## config.mk

```make
export PLATFORM = sky130hd
export DESIGN_NAME = mmss_seven_segment_scan_flat
export DESIGN_NICKNAME = d
export VERILOG_FILES = /design/src/rtl/mmss_pkg.sv /design/src/rtl/mmss_if.sv /design/src/rtl/mmss_seven_segment_scan.sv /design/src/flat_wrapper.sv
export SDC_FILE = /design/constraint.sdc
export NUM_CORES = 1
export LEC_CHECK = 0
export ABC_AREA = 1
export BUFFER_PORTS_ARGS = -buffer_cell sky130_fd_sc_hd__buf_2
export CAP_MARGIN = 20
export CORE_ASPECT_RATIO = 0.5
export CORE_UTILIZATION = 50
export DETAILED_ROUTE_END_ITERATION = 8
export MAX_ROUTING_LAYER = met4
export PLACE_DENSITY = 0.74
export SLEW_MARGIN = 25
export SYNTH_ARGS = -nofsm -noshare
export SYNTH_HDL_FRONTEND = slang
export SYNTH_SLANG_ARGS = --single-unit
```

## constraint.sdc

```tcl
create_clock -name i_clk -period 16 [get_ports i_clk]
set_clock_uncertainty 0.15 [all_clocks]
set_input_delay 2.4 -clock i_clk [delete_from_list [all_inputs] [get_ports i_clk]]
set_output_delay 2.4 -clock i_clk [all_outputs]
set_load 0.1 [all_outputs]
```

## src/rtl/mmss_pkg.sv

```systemverilog
// ----------------------------------------------------------------------------
// mmss_pkg - shared types, constants and arithmetic helpers
// Digit positions, segment encodings and the constant-divisor helpers used by
// the minutes:seconds seven-segment scan.
// ----------------------------------------------------------------------------
`default_nettype none

package mmss_pkg;

    // Field widths
    localparam int unsigned COUNT_W   = 15;
    localparam int unsigned MINUTES_W = 10;
    localparam int unsigned SEG_W     = 7;
    localparam int unsigned DIGITS    = 4;
    localparam int unsigned POS_W     = 2;

    // Constant divisors and their reciprocals
    localparam int unsigned SECS_PER_MIN = 60;
    localparam int unsigned DIGIT_BASE   = 10;
    // ceil(2^21 / 60): exact quotient for every 15-bit count
    localparam int unsigned DIV60_RECIP  = 34953;
    localparam int unsigned DIV60_SHIFT  = 21;
    // ceil(2^11 / 10): exact quotient for every value below 1024
    localparam int unsigned DIV10_RECIP  = 205;
    localparam int unsigned DIV10_SHIFT  = 11;

    // Active-low segment pattern with every segment dark
    localparam logic [SEG_W-1:0] SEG_BLANK = 7'h7F;

    // Scan order of the four digits
    typedef enum logic [POS_W-1:0] {
        POS_MIN_TENS  = 2'd0,
        POS_MIN_UNITS = 2'd1,
        POS_SEC_TENS  = 2'd2,
        POS_SEC_UNITS = 2'd3
    } t_digit_pos;

    // Count of seconds to whole minutes
    function automatic logic [MINUTES_W-1:0] div60(input logic [COUNT_W-1:0] v);
        logic [30:0] prod;
        prod = 31'(v) * 31'(DIV60_RECIP);
        return prod[DIV60_SHIFT +: MINUTES_W];
    endfunction

    // Quotient by ten for values below 1024
    function automatic logic [6:0] div10(input logic [MINUTES_W-1:0] v);
        logic [17:0] prod;
        prod = 18'(v) * 18'(DIV10_RECIP);
        return prod[DIV10_SHIFT +: 7];
    endfunction

    // Remainder by ten for values below 1024
    function automatic logic [3:0] mod10(input logic [MINUTES_W-1:0] v);
        logic [6:0]           quo;
        logic [MINUTES_W-1:0] diff;
        quo  = div10(v);
        diff = v - (MINUTES_W'(quo) * MINUTES_W'(DIGIT_BASE));
        return diff[3:0];
    endfunction

    // Digit to active-low segments, bit0 = a through bit6 = g
    function automatic logic [SEG_W-1:0] seg_decode(input logic [3:0] d);
        logic [SEG_W-1:0] seg;
        case (d)
            4'd0:    seg = 7'h40;
            4'd1:    seg = 7'h79;
            4'd2:    seg = 7'h24;
            4'd3:    seg = 7'h30;
            4'd4:    seg = 7'h19;
            4'd5:    seg = 7'h12;
            4'd6:    seg = 7'h02;
            4'd7:    seg = 7'h78;
            4'd8:    seg = 7'h00;
            4'd9:    seg = 7'h10;
            default: seg = SEG_BLANK;
        endcase
        return seg;
    endfunction

endpackage

`default_nettype wire

```

## src/rtl/mmss_if.sv

```systemverilog
// ----------------------------------------------------------------------------
// mmss_if - request channels of the seven-segment scan
// Valid/ready channels for the seconds count coming in and the digit drive
// going out.
// ----------------------------------------------------------------------------
`default_nettype none

interface mmss_in_if;
    logic                             valid;
    logic                             ready;
    logic [mmss_pkg::COUNT_W-1:0]     total_seconds;

    modport source (output valid, output total_seconds, input ready);
    modport sink   (input valid, input total_seconds, output ready);
endinterface

interface mmss_out_if;
    logic                             valid;
    logic                             ready;
    logic [mmss_pkg::SEG_W-1:0]       segments_n;
    logic [mmss_pkg::DIGITS-1:0]      digit_enable_n;
    logic                             colon_n;
    logic [mmss_pkg::POS_W-1:0]       digit_position;

    modport source (output valid, output segments_n, output digit_enable_n,
                    output colon_n, output digit_position, input ready);
    modport sink   (input valid, input segments_n, input digit_enable_n,
                    input colon_n, input digit_position, output ready);
endinterface

`default_nettype wire

```

## src/rtl/mmss_seven_segment_scan.sv

```systemverilog
// ----------------------------------------------------------------------------
// mmss_seven_segment_scan - multiplexed minutes:seconds display scan
// Each request carries a seconds count; the block drives one of four digits
// (minute tens, minute units, second tens, second units) in rotation.
// ----------------------------------------------------------------------------
// Throughput is one request per clock unless the output stalls: the count
// lands in an input register, the digit split (reciprocal multiply by 1/60,
// then by 1/10), segment decode and enable generation run in one pass, and
// the drive lands in the output register. The scan position steps once per
// request from minute tens to second units and wraps; minute tens is taken
// mod 10, so the display rolls over past 99 minutes. A stalled output does
// not block intake until the input register is also holding a request.
`default_nettype none

module mmss_seven_segment_scan (
    input  wire               i_clk,
    input  wire               i_rst_n,
    mmss_in_if.sink           i_in,
    mmss_out_if.source        o_out
);

    // Input stage
    logic                               r_s1_valid;
    logic [mmss_pkg::COUNT_W-1:0]       r_s1_count;
    mmss_pkg::t_digit_pos               r_scan;

    // Output stage
    logic                               r_out_valid;
    logic [mmss_pkg::SEG_W-1:0]         r_segments_n;
    logic [mmss_pkg::DIGITS-1:0]        r_digit_enable_n;
    logic                               r_colon_n;
    logic [mmss_pkg::POS_W-1:0]         r_digit_position;

    // Next values
    logic                               out_free;
    logic                               s1_move;
    logic [mmss_pkg::MINUTES_W-1:0]     minutes;
    logic [mmss_pkg::COUNT_W-1:0]       seconds_wide;
    logic [mmss_pkg::MINUTES_W-1:0]     seconds;
    logic [3:0]                         digit;
    logic [mmss_pkg::SEG_W-1:0]         n_segments_n;
    logic [mmss_pkg::DIGITS-1:0]        n_digit_enable_n;
    logic                               n_colon_n;
    mmss_pkg::t_digit_pos               n_scan;

    // Handshake: the input stage moves when the output register is free
    assign out_free   = !r_out_valid || o_out.ready;
    assign s1_move    = r_s1_valid && out_free;
    assign i_in.ready = !r_s1_valid || out_free;

    // Split the count into minutes and seconds
    assign minutes      = mmss_pkg::div60(r_s1_count);
    assign seconds_wide = r_s1_count -
                          (mmss_pkg::COUNT_W'(minutes) *
                           mmss_pkg::COUNT_W'(mmss_pkg::SECS_PER_MIN));
    assign seconds      = seconds_wide[mmss_pkg::MINUTES_W-1:0];

    // Pick the digit under the scan position
    always_comb begin
        unique case (r_scan)
            mmss_pkg::POS_MIN_TENS:
                digit = mmss_pkg::mod10(mmss_pkg::MINUTES_W'(mmss_pkg::div10(minutes)));
            mmss_pkg::POS_MIN_UNITS:
                digit = mmss_pkg::mod10(minutes);
            mmss_pkg::POS_SEC_TENS:
                digit = mmss_pkg::mod10(mmss_pkg::MINUTES_W'(mmss_pkg::div10(seconds)));
            mmss_pkg::POS_SEC_UNITS:
                digit = mmss_pkg::mod10(seconds);
            default:
                digit = 4'd0;
        endcase
    end

    // Decode segments, enable and colon
    assign n_segments_n     = mmss_pkg::seg_decode(digit);
    assign n_digit_enable_n = ~(mmss_pkg::DIGITS'(1) << r_scan);
    assign n_colon_n        = (r_scan != mmss_pkg::POS_MIN_UNITS);
    assign n_scan           = mmss_pkg::t_digit_pos'(r_scan + mmss_pkg::POS_W'(1));

    // Control registers
    always_ff @(posedge i_clk) begin
        if (!i_rst_n) begin
            r_s1_valid  <= 1'b0;
            r_out_valid <= 1'b0;
            r_scan      <= mmss_pkg::POS_MIN_TENS;
        end else begin
            if (i_in.ready) begin
                r_s1_valid <= i_in.valid;
            end
            if (out_free) begin
                r_out_valid <= r_s1_valid;
            end
            // Advance the scan once per request processed
            if (s1_move) begin
                r_scan <= n_scan;
            end
        end
    end

    // Payload registers
    always_ff @(posedge i_clk) begin
        if (i_in.ready && i_in.valid) begin
            r_s1_count <= i_in.total_seconds;
        end
        if (s1_move) begin
            r_segments_n     <= n_segments_n;
            r_digit_enable_n <= n_digit_enable_n;
            r_colon_n        <= n_colon_n;
            r_digit_position <= r_scan;
        end
    end

    assign o_out.valid          = r_out_valid;
    assign o_out.segments_n     = r_segments_n;
    assign o_out.digit_enable_n = r_digit_enable_n;
    assign o_out.colon_n        = r_colon_n;
    assign o_out.digit_position = r_digit_position;

    // Exactly one digit enabled, and it matches the reported position
    a_enable_matches_pos: assert property (@(posedge i_clk) disable iff (!i_rst_n)
        r_out_valid |-> ($onehot(~r_digit_enable_n) &&
                         r_digit_enable_n[r_digit_position] == 1'b0))
        else $error("digit enable does not match digit position");

    // Colon lit on the minute units digit only
    a_colon_pos: assert property (@(posedge i_clk) disable iff (!i_rst_n)
        r_out_valid |-> (r_colon_n == (r_digit_position != mmss_pkg::POS_MIN_UNITS)))
        else $error("colon driven on wrong digit");

    // Scan steps by one for each request processed, holds otherwise
    a_scan_step: assert property (@(posedge i_clk) disable iff (!i_rst_n)
        s1_move |=> (r_scan == mmss_pkg::t_digit_pos'($past(r_scan) + mmss_pkg::POS_W'(1))))
        else $error("scan position did not advance");

    a_scan_hold: assert property (@(posedge i_clk) disable iff (!i_rst_n)
        !s1_move |=> $stable(r_scan))
        else $error("scan position moved without a request");

    // A held input request is not overwritten while the output stalls
    a_s1_hold: assert property (@(posedge i_clk) disable iff (!i_rst_n)
        (r_s1_valid && !out_free) |=> (r_s1_valid && $stable(r_s1_count)))
        else $error("input stage lost a request");

endmodule

`default_nettype wire

```

## src/flat_wrapper.sv

```systemverilog
// flat-port wrapper written by rule: the top's interface ports become plain ports
module mmss_seven_segment_scan_flat 
  (i_clk, i_rst_n, i_in_valid, i_in_total_seconds, i_in_ready, o_out_valid, o_out_segments_n, o_out_digit_enable_n, o_out_colon_n, o_out_digit_position, o_out_ready);
  mmss_in_if i_in_i ();
  mmss_out_if o_out_i ();
  input  wire i_clk;
  input  wire i_rst_n;
  input wire logic [$bits(i_in_i.valid)-1:0] i_in_valid;
  input wire logic [$bits(i_in_i.total_seconds)-1:0] i_in_total_seconds;
  output wire logic [$bits(i_in_i.ready)-1:0] i_in_ready;
  output wire logic [$bits(o_out_i.valid)-1:0] o_out_valid;
  output wire logic [$bits(o_out_i.segments_n)-1:0] o_out_segments_n;
  output wire logic [$bits(o_out_i.digit_enable_n)-1:0] o_out_digit_enable_n;
  output wire logic [$bits(o_out_i.colon_n)-1:0] o_out_colon_n;
  output wire logic [$bits(o_out_i.digit_position)-1:0] o_out_digit_position;
  input wire logic [$bits(o_out_i.ready)-1:0] o_out_ready;
  assign i_in_i.valid = i_in_valid;
  assign i_in_i.total_seconds = i_in_total_seconds;
  assign i_in_ready = i_in_i.ready;
  assign o_out_valid = o_out_i.valid;
  assign o_out_segments_n = o_out_i.segments_n;
  assign o_out_digit_enable_n = o_out_i.digit_enable_n;
  assign o_out_colon_n = o_out_i.colon_n;
  assign o_out_digit_position = o_out_i.digit_position;
  assign o_out_i.ready = o_out_ready;
  mmss_seven_segment_scan u_core (.i_clk(i_clk), .i_rst_n(i_rst_n), .i_in(i_in_i), .o_out(o_out_i));
endmodule
```

==> results.yml <==
outcome:
  status: "finished, final reports clean"
sta:
  period_share: 0.9480
  hold_viol: 0
  fmax_mhz: 65.93
  tightest_slew_ns: 0.7818
  setup_viol: 0
  drv_slew: 0
  slew_headroom: 0.4770
  layout_min_cycle_time_ns: 15.17
  fin_ws_ns: 0.8327
  tns_ns: 0
global_route:
  grt_first_pass_wirelength_um: 30170
  track_usage: 0.2158
  antenna_found_initial: 0
  grt_start_max_net_pins: 16
  grt_overflow: 0
  grt_pass1_vias: 6498
yosys:
  synth_edf_count: 28
  yosysWarnings: 0
  syn_area_per_cell_sq_um: 8.981
  syn_inst: 977
  synth_top_area_frac: 0.3779
  synth_async_sr_flop_share: 0
  synth_top_area_cell: "ha_1"
  synth_top_flop_cell: "edfxtp_1"
  syn_nets: 1343
  yosysUniqueCellTypes: 40
  ys_ff_latch: 32
  yosysSeqAreaShare: 0.1049
  synth_area_leaders: "ha_1 (38%), fa_1 (19%), edfxtp_1 (9.6%)"
  netlist_area_sq_um: 8775
drt:
  routed_wl_um: 17980
  drt-initial-drc-count: 241
  vias: 6403
  drc: 0
  routedWlPerCell_um: 14.35
  firstDrtPassIters: 5
  ant_nets: 0
  viasPerCell: 5.110
floorplan:
  rows: 33
  die_w_um: 189.3
  ios: 35
  die-area_sq_um: 18120
  die-height_um: 95.68
  core_area_sq_um: 16760
  initial_core_util: 0.5234
placed_design:
  place_congestion: 0.9371
  io_buffer_count: 34
  pre_cts_slack_ns: 0.4253
  place_hpwl_um: 15950
cts:
  cts_max_path_buffers: 2
  tritoncts: "done"
  htreeDepth: 2
  cts_root_buffer: "clkbuf_16"
  cts_made_buffers: 5
  clkTransAtPathRegs_ns: 0.05
  clock_sinks: 32
  clk_latency_ns: 0.28
layout:
  antennaDiodeCount: 0
  drive_gt1_frac: 0.08967
  syn_to_final_growth_pct: 8.170
  final_nets: 1391
  fin_util: 0.5662
critical_path:
  ff2ff_path_depth: 74
  critPathKind: "reg2reg"
  critical_path.endpoint_type: "flop"
  crit_arrival_ns: 15.17
  critPathBufInv: 16
  cp.required_ns: 16.00
  cp_slowest_cell: "fa_1"
  slowest_delay_ns: 0.53
  cp_max_fo: 8
  cp_top_family: "adder cells"
  cp.depth: 74
  worstSetupStartpointType: "flop"
  path_common_cell: "inv_1"
hold_path:
  holdPathStages: 2
  min_path_type: "reg2reg"
job:
  maxCapViolCount: 0
[sequential cells by signal, indices dropped and copies added (netlist names)]
name,count
u_core.o_out.valid,1
u_core.o_out.digit_enable_n,4
u_core.r_scan,2
u_core.o_out.segments_n,7
u_core.r_s1_count,15
u_core.o_out.digit_position,2
u_core.r_s1_valid,1
[worst reg2reg max path, delay by kind of cell, from the launching register on]
kind | cells | cell delay, ns
AOI/OAI and AO/OA | 11 | 1.86
xor gates and xnor gates | 7 | 1.29
adders and majority gates | 22 | 8.12
buffers and inverters | 16 | 1.32
DFF | 1 | 0.47
and+or+nand+nor | 18 | 1.81
[cell type report]
cell class	count	area, sq um
Multi-Input combinational cell	717	7036
Sequential cell	32	920.9
Tap cell	227	284.0
Fill cell	1499	7272
Inverter	227	857.1
Clock inverter	2	35.03
Clock buffer	6	128.9
Timing Repair Buffer	42	230.2
[kinds of logic after synthesis]
group                      count (synthesis)  share of synthesized area
buffers and inverters                    228                    0.09853
AOI/OAI and AO/OA                        101                    0.06588
DFF                                       32                     0.1049
adders and majority gates                347                     0.5650
and+or+nand+nor                          214                     0.1091
xor gates and xnor gates                  55                    0.05661
[through the flow]
stage	hold WS (ns)	instances	area, sq um
after floorplan	0.3101	977	8775
after global placement	0.3263	1240	9244
after detailed placement	0.3406	1240	9244
after CTS	0.3532	1248	9408
after global routing	0.3748	1253	9492
final	0.3519	1253	9492
[what timing repair did]
| item | 4_1_cts | 5_1_grt |
|---|---|---|
| hold buffers | 0 | 0 |
| resized for setup | 0 | 13 |
| buffers inserted | 0 | 5 |
| setup endpoints to repair | 0 | 7 |
[routing by layer]
metal | up-vias | track usage | routed length [um]
met4 | 0 | 0.04099 | 208
met5 | - | - | 0
li1 | 3264 | - | -
met2 | 111 | 0.3695 | 8426
met1 | 3011 | 0.2880 | 8845
met3 | 17 | 0.01067 | 499
[synthesized netlist by cell type (2+ instances only)]
cell / instances
dfxtp_1: 4
nand2_2: 12
fa_1: 82
or2_2: 4
o21ai_0: 16
nand2_4: 4
o21ai_1: 8
a21o_1: 9
edfxtp_1: 28
xnor2_1: 14
a31oi_1: 2
nand3_2: 2
nor2_2: 3
a21oi_1: 51
inv_2: 2
o2111ai_1: 2
inv_1: 223
ha_1: 265
xor2_1: 39
o21bai_1: 3
o211ai_1: 2
nand3_1: 26
o21ai_2: 2
nand4_1: 6
nor3_1: 3
nand3b_1: 2
nand2_1: 123
nor2_1: 27
o21a_1: 2
[path summary, 6_finish.rpt]
check | start | end | slack, ns
hold / removal | u_core.o_out.valid$_SDFFE_PN0P_ | u_core.o_out.valid$_SDFFE_PN0P_ | 0.35
setup / recovery | u_core.r_s1_count[10]$_DFFE_PP_ | u_core.o_out.segments_n[3]$_DFFE_PP_ | 0.83
hold reg to reg | u_core.o_out.valid$_SDFFE_PN0P_ | u_core.o_out.valid$_SDFFE_PN0P_ | 0.35
setup reg to reg | u_core.r_s1_count[10]$_DFFE_PP_ | u_core.o_out.segments_n[3]$_DFFE_PP_ | 0.83
[cell usage in the layout (no fill, tap or decap), drive strengths merged, types with 9 or more instances in the layout]
master    n
a21o      9
a21oi    51
nand3    28
nor2     30
edfxtp   28
inv     225
xor2     40
xnor2    15
fa       82
o21ai    26
nand2   139
ha      265
buf      42
Power is not shown: default switching activity piles up to over one toggle a cycle in this logic, so the estimate is an artifact.
